## src/design/bfmr_pkg.sv

```systemverilog
package bfmr_pkg;

  localparam logic [1:0] ACT_TABLE  = 2'd0;
  localparam logic [1:0] ACT_WRITE  = 2'd1;
  localparam logic [1:0] ACT_RENDER = 2'd2;
  localparam logic [1:0] ACT_NONE   = 2'd3;

  localparam logic [1:0] ST_OK        = 2'd0;
  localparam logic [1:0] ST_MALFORMED = 2'd1;
  localparam logic [1:0] ST_TOO_LARGE = 2'd2;
  localparam logic [1:0] ST_RANGE     = 2'd3;

  localparam logic [1:0] CFG_WIDTH  = 2'd0;
  localparam logic [1:0] CFG_HEIGHT = 2'd1;
  localparam logic [1:0] CFG_COUNT  = 2'd2;
  localparam logic [1:0] CFG_TABLE  = 2'd3;

  localparam logic [7:0] BYTE_GLYPH_SEP = 8'hFF;
  localparam logic [7:0] CONT_MASK      = 8'h3F;
  localparam logic [7:0] LEAD2_MASK     = 8'b11100000;
  localparam logic [7:0] LEAD2_CODE     = 8'b11000000;
  localparam logic [7:0] LEAD3_MASK     = 8'b11110000;
  localparam logic [7:0] LEAD3_CODE     = 8'b11100000;
  localparam logic [7:0] LEAD4_MASK     = 8'b11111000;
  localparam logic [7:0] LEAD4_CODE     = 8'b11110000;
  localparam logic [7:0] CONT_TEST_MASK = 8'b11000000;
  localparam logic [7:0] CONT_CODE      = 8'b10000000;
  localparam logic [20:0] CP_MAP_LIMIT  = 21'd65535;

  // Command handed from the front end to the back end.
  typedef struct packed {
    logic        simple;   // one result with the given status
    logic [1:0]  status;
    logic        map_wr;
    logic [15:0] map_addr;
    logic        glyph_wr;
    logic [8:0]  glyph;
    logic [4:0]  row;
    logic [7:0]  data;
    logic        lookup;   // render through the map
    logic [20:0] codepoint;
    logic [31:0] fg;
    logic [31:0] bg;
  } cmd_t;

endpackage

```

## src/design/bfmr_queue.sv

```systemverilog
module bfmr_queue (
  input  logic           clk,
  input  logic           rst_n,
  input  logic           push,
  input  bfmr_pkg::cmd_t push_cmd,
  output logic           full,
  input  logic           pop,
  output logic           not_empty,
  output bfmr_pkg::cmd_t head
);
  import bfmr_pkg::*;

  cmd_t       mem_r [2];
  logic       wp_r, rp_r;
  logic [1:0] cnt_r;

  assign full      = cnt_r == 2'd2;
  assign not_empty = cnt_r != 2'd0;
  assign head      = mem_r[rp_r];

  always_ff @(posedge clk) begin
    if (push) mem_r[wp_r] <= push_cmd;
  end

  always_ff @(posedge clk) begin
    if (!rst_n) begin
      wp_r  <= 1'b0;
      rp_r  <= 1'b0;
      cnt_r <= '0;
    end else begin
      if (push) wp_r <= ~wp_r;
      if (pop)  rp_r <= ~rp_r;
      cnt_r <= cnt_r + {1'b0, push} - {1'b0, pop};
    end
  end
endmodule

```

## config.mk

```make
export PLATFORM = sky130hd
export DESIGN_NAME = bfmr_queue
export DESIGN_NICKNAME = d
export VERILOG_FILES = /design/src/design/bfmr_pkg.sv /design/src/design/bfmr_queue.sv
export SDC_FILE = /design/constraint.sdc
export NUM_CORES = 1
export LEC_CHECK = 0
export ABC_CLOCK_PERIOD_IN_PS = 8900
export CORE_MARGIN = 3
export CORE_UTILIZATION = 57
export DETAILED_ROUTE_END_ITERATION = 12
export DONT_BUFFER_PORTS = 1
export GPL_TIMING_DRIVEN = 0
export PLACE_DENSITY = 0.72
export SYNTH_ARGS = -nofsm -noshare
export SYNTH_HDL_FRONTEND = slang
export SYNTH_SLANG_ARGS = --single-unit
export TNS_END_PERCENT = 100
```

## constraint.sdc

```tcl
create_clock -name clk -period 8.9 [get_ports clk]
set_input_delay 0.445 -clock clk [delete_from_list [all_inputs] [get_ports clk]]
set_output_delay 0.445 -clock clk [all_outputs]
set_load 0.02 [all_outputs]
```

==> reports/qor.yml <==
status:
  outcome: "completed"
clock_tree:
  clock_sinks: 263
  cts_setup_buffers: 0
  numCtsBuffers: 26
  root_buffer: "clkbuf_16"
  clk_latency_ps: 510
  cts_resized: 0
  cts_tree: "built"
  path_clk_slew_ps: 60
  cts_buffer_depth: 3
  htree_num_levels: 1
drt:
  firstDrtPassIters: 4
  ant_nets: 0
  via_count: 4002
  drc: 0
  wl_per_cell_um: 23.6
  via_per_inst: 5.58
  wirelength_um: 16900
  drtIter0Drc: 253
timing:
  fmax_mhz: 462
  finalHoldViolCount: 0
  finalCritPeriodShare_pct: 24.3
  worst_slew_pin_slew_ps: 663
  finalMaxSlewViolations: 0
  fin_worst_skew_ps: 14.4
  setup_viol: 0
  hold_ws_ps: 27.6
  postLayoutSetupSlackWorst_ps: 6730
  rsz0062_at_grt: "false"
  fin_crit_ps: 2170
  maxSlewHeadroom_pct: 55.7
floorplan:
  die_w_um: 136
  ios: 264
  row_count: 46
  die-area_um2: 18400
  core_um2: 16200
  start_util_pct: 59.2
  die_h_um: 136
yosys:
  ys_seq_elements: 263
  yosysMostFrequentCell: "edfxtp_1"
  synth_compound_area_share_pct: 0.0784
  ys_seq_area_share_pct: 81.9
  synth-main-ff-cell: "edfxtp_1"
  synth.avg_cell_area_um2: 22.7
  synth_edf_count: 258
  synth_cells: 422
  synth.area.top_cells: "edfxtp_1 81%, mux2_2 15%, buf_6 1.5%"
  synthAdderAreaFrac_pct: 0.261
  ys_async_sr_fraction_pct: 0
  synth_common_cells: "258 x edfxtp_1, 129 x mux2_2, 13 x buf_6"
  ys_warn_count: 0
  synth_top_family_by_area: "multiplexers"
  netlist_area_um2: 9580
  synth-xor-area-share_pct: 0.327
  yosys.area_share.simple_pct: 0.588
  synth_top_area_share_pct: 80.9
  ys_types: 13
  synth_fp_nets: 557
  synth.area.mux_share_pct: 15.2
  post-synth-top-area-cell: "edfxtp_1"
layout:
  fillerInstances: 1031
  register_area_um2: 7850
  final_nets: 616
  multiInputGateArea_um2: 1580
  diodes: 0
  area_growth_pct: 15.4
  post-route-util_pct: 68.4
  final_layout_size_suffix_gt1_share_pct: 37.1
worst_setup_path:
  r2r_slack_ps: 7180
  cp.required_ps: 8460
  worstSetupEndpointType: "primary output"
  cp_max_fo: 10
  r2r-start: "wp_r"
  timing.rr.end: "mem_r[0][54]"
  reg2reg_depth: 3
  critPathArrivalTime_ps: 1720
  cp-start-kind: "flop"
  critPathKind: "reg -> out"
power_and_ir_drop:
  p_sw_share_pct: 22.1
  clkPwrFrac_pct: 36.7
  cellLeakagePower_nw: 3.66
  switchingPower_w: 0.000600
  intPower_w: 0.00212
  seqPwrFrac_pct: 53.3
  combPwrFrac_pct: 10.0
  ir_drop_mv: 0.235
  powerDensity_nw_per_um2: 246
global_routing:
  grt_pass1_vias: 4192
  grt_start_max_net_pins: 55
  grt_pass1_wl_um: 23900
  grt_usage_pct: 17.2
  antenna_found_initial: 1
  gr-total-overflow: 0
placed_design:
  gp_congestion: 0.725
  dp_hpwl_um: 11300
  port_buffers: 0
  dp_slack_ps: 7060
hold_path:
  holdPathEnd: "mem_r[1][124]"
  hold_depth: 0
  hold_path_class: "in -> reg"
  min_from: "push_cmd[124]"
run:
  cap_violations: 0
## cells by family (layout without fill, tap and decap cells)
family | after synthesis | after routing
AO/OA/AOI/OAI | 1 | 1
XOR/XNOR | 2 | 2
adder cells (fa/ha/maj) | 2 | 2
buffers and inverters | 16 | 95
flip-flops | 263 | 263
multiplexers | 129 | 129
AND/OR/NAND/NOR | 9 | 9
## state kept, by name, indices dropped and copies added, names as in the netlist, named ones only
signal and cells:
mem_r 258, cnt_r 2, rp_r 1, wp_r 1
## metrics by stage
step           instance area, µm²  setup TNS (ps)  std cells  power [W]
6_report                    11100               0        717    0.00272
4_1_cts                     10900               0        701    0.00274
2_1_floorplan                9580               0        422    0.00170
5_1_grt                     11100               0        717    0.00281
3_3_place_gp                 9850          -39750        638    0.00174
3_5_place_dp                10000               0        644    0.00174
## power groups by stage
stage	logic, W	clock network [W]	registers, W
CTS	0.000271	0.00102	0.00145
global placement	0.000253	0	0.00149
finish	0.000272	0.000996	0.00145
detailed placement	0.000265	0	0.00147
floorplan	0.000218	0	0.00148
global route	0.000287	0.00107	0.00145
## worst max-delay path by stage
stage	startpoint	endpoint	slack, ps
3_3_place_gp	wp_r	mem_r[0][112]	-310
2_1_floorplan	push	mem_r[0][0]	2200
5_1_grt	flop	head[26]	6650
6_report	flop	head[21]	6730
3_5_place_dp	push	mem_r[0][42]	7060
4_1_cts	flop	head[26]	6670
## critical path: stages, from the launching register on
cell     delay [ps]
dfxtp_1         370
buf_6           220
buf_6           190
mux2_2          420
## layout make-up
cell class / count / area share [%]
multi-input cells: 143 / 14.3
inverters: 2 / 0.0679
well taps: 216 / 2.44
flip-flops and latches: 263 / 71.0
clock buffers: 34 / 6.35
plain buffers: 14 / 1.37
clock inverters: 14 / 0.838
repair buffers: 31 / 3.62
## timing repair
item / in CTS / in global routing
hold buffers: 9 / 16
setup endpoints to repair: 0 / 0
endpoints found under the hold margin: 13 / 22
## per-layer routing
metal	routed length [µm]	GRT usage (%)
met4	323	5.04
met5	13	0
met1	5750	18.0
met3	2060	8.43
met2	8740	30.7
## cell usage in the layout (no fill, tap or decap), types with 2 or more instances in the layout
master / count
dlygate4sd3_1: 25
ha_1: 2
mux2_2: 129
buf_6: 13
buf_16: 4
buf_12: 2
clkbuf_1: 7
clkbuf_16: 27
nor2b_1: 3
edfxtp_1: 258
and2_1: 3
dfxtp_1: 5
clkinv_1: 7
clkinv_2: 4
inv_1: 2
(Power assumes the default switching activity.)
