[src/design/bfmr_pkg.sv]
package bfmr_pkg;

  localparam logic [1:0] ACT_TABLE  = 2'd0;
  localparam logic [1:0] ACT_WRITE  = 2'd1;
  localparam logic [1:0] ACT_RENDER = 2'd2;
  localparam logic [1:0] ACT_NONE   = 2'd3;

  localparam logic [1:0] ST_OK        = 2'd0;
  localparam logic [1:0] ST_MALFORMED = 2'd1;
  localparam logic [1:0] ST_TOO_LARGE = 2'd2;
  localparam logic [1:0] ST_RANGE     = 2'd3;

  localparam logic [1:0] CFG_WIDTH  = 2'd0;
  localparam logic [1:0] CFG_HEIGHT = 2'd1;
  localparam logic [1:0] CFG_COUNT  = 2'd2;
  localparam logic [1:0] CFG_TABLE  = 2'd3;

  localparam logic [7:0] BYTE_GLYPH_SEP = 8'hFF;
  localparam logic [7:0] CONT_MASK      = 8'h3F;
  localparam logic [7:0] LEAD2_MASK     = 8'b11100000;
  localparam logic [7:0] LEAD2_CODE     = 8'b11000000;
  localparam logic [7:0] LEAD3_MASK     = 8'b11110000;
  localparam logic [7:0] LEAD3_CODE     = 8'b11100000;
  localparam logic [7:0] LEAD4_MASK     = 8'b11111000;
  localparam logic [7:0] LEAD4_CODE     = 8'b11110000;
  localparam logic [7:0] CONT_TEST_MASK = 8'b11000000;
  localparam logic [7:0] CONT_CODE      = 8'b10000000;
  localparam logic [20:0] CP_MAP_LIMIT  = 21'd65535;

  // Command handed from the front end to the back end.
  typedef struct packed {
    logic        simple;   // one result with the given status
    logic [1:0]  status;
    logic        map_wr;
    logic [15:0] map_addr;
    logic        glyph_wr;
    logic [8:0]  glyph;
    logic [4:0]  row;
    logic [7:0]  data;
    logic        lookup;   // render through the map
    logic [20:0] codepoint;
    logic [31:0] fg;
    logic [31:0] bg;
  } cmd_t;

endpackage

[src/design/bfmr_front.sv]
module bfmr_front #(
  parameter int MAP_ENTRIES = 65536
) (
  input  logic          clk,
  input  logic          rst_n,
  input  logic          in_valid,
  output logic          in_stall,
  input  logic [1:0]    in_action,
  input  logic [7:0]    in_data_byte,
  input  logic [8:0]    in_glyph_index,
  input  logic [4:0]    in_row_number,
  input  logic [20:0]   in_codepoint,
  input  logic [31:0]   in_fg_color,
  input  logic [31:0]   in_bg_color,
  input  logic          table_present,
  input  logic          q_full,
  output logic          q_push,
  output bfmr_pkg::cmd_t q_cmd
);
  import bfmr_pkg::*;

  logic [8:0]  gcnt_r, gcnt_nxt;
  logic [1:0]  pend_r, pend_nxt;
  logic [20:0] part_r, part_nxt;
  logic [20:0] cp_full;
  logic        accept;
  cmd_t        c;

  assign in_stall = q_full;
  assign accept   = in_valid && !q_full;
  assign cp_full  = {part_r[14:0], in_data_byte[5:0] & CONT_MASK[5:0]};

  always_comb begin
    gcnt_nxt = gcnt_r;
    pend_nxt = pend_r;
    part_nxt = part_r;
    c = '0;
    c.simple    = 1'b1;
    c.status    = ST_OK;
    c.glyph     = in_glyph_index;
    c.row       = in_row_number;
    c.data      = in_data_byte;
    c.codepoint = in_codepoint;
    c.fg        = in_fg_color;
    c.bg        = in_bg_color;
    case (in_action)
      ACT_TABLE: begin
        if (pend_r != 2'd0) begin
          if ((in_data_byte & CONT_TEST_MASK) != CONT_CODE) begin
            pend_nxt = 2'd0;
            part_nxt = '0;
            c.status = ST_MALFORMED;
          end else begin
            part_nxt = cp_full;
            pend_nxt = pend_r - 2'd1;
            if (pend_r == 2'd1) begin
              if (cp_full >= CP_MAP_LIMIT || cp_full >= 21'(MAP_ENTRIES))
                c.status = ST_TOO_LARGE;
              else begin
                c.map_wr   = 1'b1;
                c.map_addr = cp_full[15:0];
              end
            end
          end
        end else if (in_data_byte == BYTE_GLYPH_SEP) begin
          gcnt_nxt = gcnt_r + 9'd1;
        end else if (!in_data_byte[7]) begin
          c.map_wr   = 1'b1;
          c.map_addr = {8'd0, in_data_byte};
        end else if ((in_data_byte & LEAD2_MASK) == LEAD2_CODE) begin
          pend_nxt = 2'd1;
          part_nxt = {16'd0, in_data_byte[4:0]};
        end else if ((in_data_byte & LEAD3_MASK) == LEAD3_CODE) begin
          pend_nxt = 2'd2;
          part_nxt = {17'd0, in_data_byte[3:0]};
        end else if ((in_data_byte & LEAD4_MASK) == LEAD4_CODE) begin
          pend_nxt = 2'd3;
          part_nxt = {18'd0, in_data_byte[2:0]};
        end else begin
          c.status = ST_MALFORMED;
        end
      end
      ACT_WRITE: c.glyph_wr = 1'b1;
      ACT_RENDER: begin
        c.simple = 1'b0;
        if (table_present) begin
          if (in_codepoint >= 21'(MAP_ENTRIES)) begin
            c.simple = 1'b1;
            c.status = ST_TOO_LARGE;
          end else c.lookup = 1'b1;
        end
      end
      default: c.status = ST_OK;
    endcase
    // The map entry gets the counter value current at decode time.
    c.glyph = (c.map_wr) ? gcnt_r : c.glyph;
  end

  always_ff @(posedge clk) begin
    if (!rst_n) begin
      gcnt_r <= '0;
      pend_r <= '0;
      part_r <= '0;
    end else if (accept) begin
      gcnt_r <= gcnt_nxt;
      pend_r <= pend_nxt;
      part_r <= part_nxt;
    end
  end

  assign q_push = accept;
  assign q_cmd  = c;
endmodule

[config.mk]
export PLATFORM = sky130hd
export DESIGN_NAME = bfmr_front
export DESIGN_NICKNAME = d
export VERILOG_FILES = /design/src/design/bfmr_pkg.sv /design/src/design/bfmr_front.sv
export SDC_FILE = /design/constraint.sdc
export NUM_CORES = 1
export LEC_CHECK = 0
export CORE_AREA = 5 5 93 95
export DETAILED_ROUTE_END_ITERATION = 8
export DIE_AREA = 0 0 98 100
export DONT_BUFFER_PORTS = 1
export PLACE_DENSITY_LB_ADDON = 0.3
export SYNTH_ARGS = -nofsm -noshare
export SYNTH_HDL_FRONTEND = slang
export SYNTH_SLANG_ARGS = --single-unit
[constraint.sdc]
create_clock -name clk -period 2.05 [get_ports clk]
set_clock_uncertainty 0.1 [all_clocks]
set_input_delay 0.205 -clock clk [delete_from_list [all_inputs] [get_ports clk]]
set_output_delay 0.205 -clock clk [all_outputs]
set_load 0.01 [all_outputs]
==> run metrics <==
status=complete, but fails checks; failing checks=setup timing; area leader, netlist=buf_4; Avg Vias per Cell=4.857; Crit. End Element=output port; #FFs+latches synth=26; critical path required time=1.75 ns; fillcell total=809; fin area=2222 sq um; clk buf depth=2; DP Worst Slack=-0.1763 ns; Tcrit/Tclk final=1.093; Leak=0.9576 nW; CTS buffer count=3; Synth area leaders=buf_4 31%, dfxtp_1 22%, and2_1 7.8%; H-tree Lvls=1; CTS tree=yes; power density cells=470.3 nW/um^2; vias in the first global route=1629; GRT Total Usage=0.1268; Initial DRT Pass Iterations=5; largest net degree at the start of global routing=27; clk slew on worst S/H paths=0.09 ns; fin nets=344; later-pin clock latency in the skew report=0.27 ns; RSZ-0062 raised after global routing=true; core area=7647 sq um; reg2reg path depth=10; hold path depth=2; FFs w/ async S/R, synth=0; Hold Vio Cnt, Final=0; GRT Residual Overflow=0; Top FF cell, synth=dfxtp_1; YS warnings=0; Least-Margin Pin Slew=0.9312 ns; MaxCap Viol Count=0; antenna cells=0; Iteration-0 DRC Markers=83; share of cells above drive strength 1=0.3319; Num Clock Sinks=26; Mapped Nets=413; post-route setup slack=-0.1913 ns; Worst Path Arrival=1.94 ns; Slew HR=0.3772; Period minus WS final=2.241 ns; WL per Instance=19.99 microns; top-area cell type share of the netlist area=0.3089; initial antenna violation count=0; EDFF count, synth=0; Placer Congestion=0.7399; Synth cell types=37; clock tree root buffer cell=clkbuf_8; critical setup path kind=reg2out; hpwl dp=4965 microns; Mean Syn Cell Area=8.129 sq um; Post-Synthesis Cell Area=2406 sq um; Starting Density=0.3146; Final setup viols=25; Peak Freq=0.4462 GHz; port bufs=0; class of the worst hold path=in2reg; WL final=6556 microns; Worst VDD drop=0.4249 mV; Die H=100 microns; Routed Antenna Nets=0; vias=1593; Area Overhead vs Synth=-7.644%; reg-to-reg slack, setup=0.12 ns; DRC=0; DP Area=1908 sq um; Core Rows=32; first-pass GRT wire length=9735 microns; crit path max fanout=8; Die Footprint=9800 sq um; I/O pins=245; Die X=98 microns; Worst Hold Margin=0.01887 ns; startpoint class of the critical path=flop; Final Max Slew Viols=0; sequential area share after synthesis=0.2163; final setup TNS=-3.216 ns; Synth Instances=296
-- power breakdown --
group          internal (mW)  total, mW  switching [mW]
clock network          0.261      0.423           0.162
logic                 0.0549      0.116          0.0610
registers              0.506      0.506        0.000646
-- metrics by stage --
step | std cells | utilization | power [mW]
2_1_floorplan | 296 | - | 0.7917
3_3_place_gp | 311 | 0.2495 | 0.6017
3_5_place_dp | 311 | 0.2495 | 0.6018
4_1_cts | 324 | 0.2821 | 1.052
5_1_grt | 328 | 0.2906 | 1.095
6_report | 328 | 0.2906 | 1.045
-- cell usage after synthesis (2+ instances only) --
master and instances:
a21o_1 2, a21oi_1 5, and2_1 30, and3_1 16, buf_4 99, clkbuf_1 7, dfxtp_1 26, ha_1 3
inv_1 5, mux2_2 9, mux2i_1 2, nand2_1 13, nand3_1 7, nand4_1 8, nor2_1 8, nor2b_1 11
nor3_1 2, nor4_4 2, o21a_1 13, o21ai_0 5, xnor2_1 7
-- routing by layer --
| metal | track usage | up-vias | part of all wire |
|---|---|---|---|
| met5 | 0 | - | 0 |
| met4 | 0.04579 | 0 | 0.035 |
| met3 | 0.05490 | 26 | 0.10 |
| met2 | 0.2288 | 80 | 0.49 |
| met1 | 0.1306 | 749 | 0.37 |
| li1 | - | 738 | - |
-- worst max-delay path, cell delays in order, from the launching register on --
cell and delay [ns]:
dfxtp_2 0.34, inv_2 0.05, ha_4 0.16, nor3b_4 0.21, nand3_2 0.13, a211oi_4 0.23, buf_4 0.17, nor2_4 0.06
mux2_4 0.32
-- cell type report --
type,instances,area (sq um),share of cell area
multi-input cells,157,1196,0.5383
clock inverters,1,30.03,0.01351
clock buffers,3,41.29,0.01858
flip-flops and latches,26,523.0,0.2354
well taps,102,127.6,0.05743
inverters,5,21.27,0.009572
repair buffers,34,282.8,0.1273
-- cell families (layout without fill, tap and decap cells) --
| logic type | count (synthesis) | in the layout | synth area share |
|---|---|---|---|
| buffers and inverters | 114 | 43 | 0.3365 |
| and+or+nand+nor | 105 | 106 | 0.2683 |
| AOI/OAI and AO/OA | 29 | 29 | 0.08372 |
| DFF | 26 | 26 | 0.2163 |
| muxes | 11 | 11 | 0.05044 |
| xor gates and xnor gates | 8 | 8 | 0.02912 |
| adders and majority gates | 3 | 3 | 0.01560 |
-- what timing repair did --
action / 4_1_cts / 5_1_grt
hold buffers: 2 / 0
pin swaps: 12 / 1
buffers inserted: 5 / 4
resized for setup: 34 / 11
cloned: 2 / 0
setup endpoints to repair: 26 / 26
hold endpoints to repair: 26 / 0
-- path summary, 6_finish.rpt --
| check | start | end |
|---|---|---|
| setup / recovery | pend_r[1]$_SDFFE_PN0P_ | q_cmd[106] |
| hold / removal | in_data_byte[3] | part_r[3]$_SDFFE_PN0P_ |
| setup reg to reg | pend_r[1]$_SDFFE_PN0P_ | gcnt_r[4]$_SDFFE_PN0P_ |
| hold reg to reg | pend_r[1]$_SDFFE_PN0P_ | pend_r[1]$_SDFFE_PN0P_ |
-- registers in the layout, indices dropped and copies added, names as in the netlist --
register and flops:
part_r 15, pend_r 2, gcnt_r 9
-- layout by cell type, fill, tap and decap left out, types with 2 or more instances in the layout --
cell type	count
and3_1	16
a21o_1	2
mux2_4	2
o21ai_0	4
dfxtp_2	2
buf_4	26
ha_1	2
nor2_1	8
inv_1	2
mux2_2	7
a21oi_1	5
and2_4	8
nor2b_4	5
nor3_1	2
clkbuf_8	3
dlygate4sd3_1	2
nand4_1	8
inv_2	2
nor2_4	2
nor2b_1	5
nand2_1	13
mux2i_1	2
nand3_1	6
and2_1	21
dfxtp_1	24
xnor2_1	7
o21a_1	13
nor4_4	2
buf_6	6
Power figures use the tool's default switching activity.
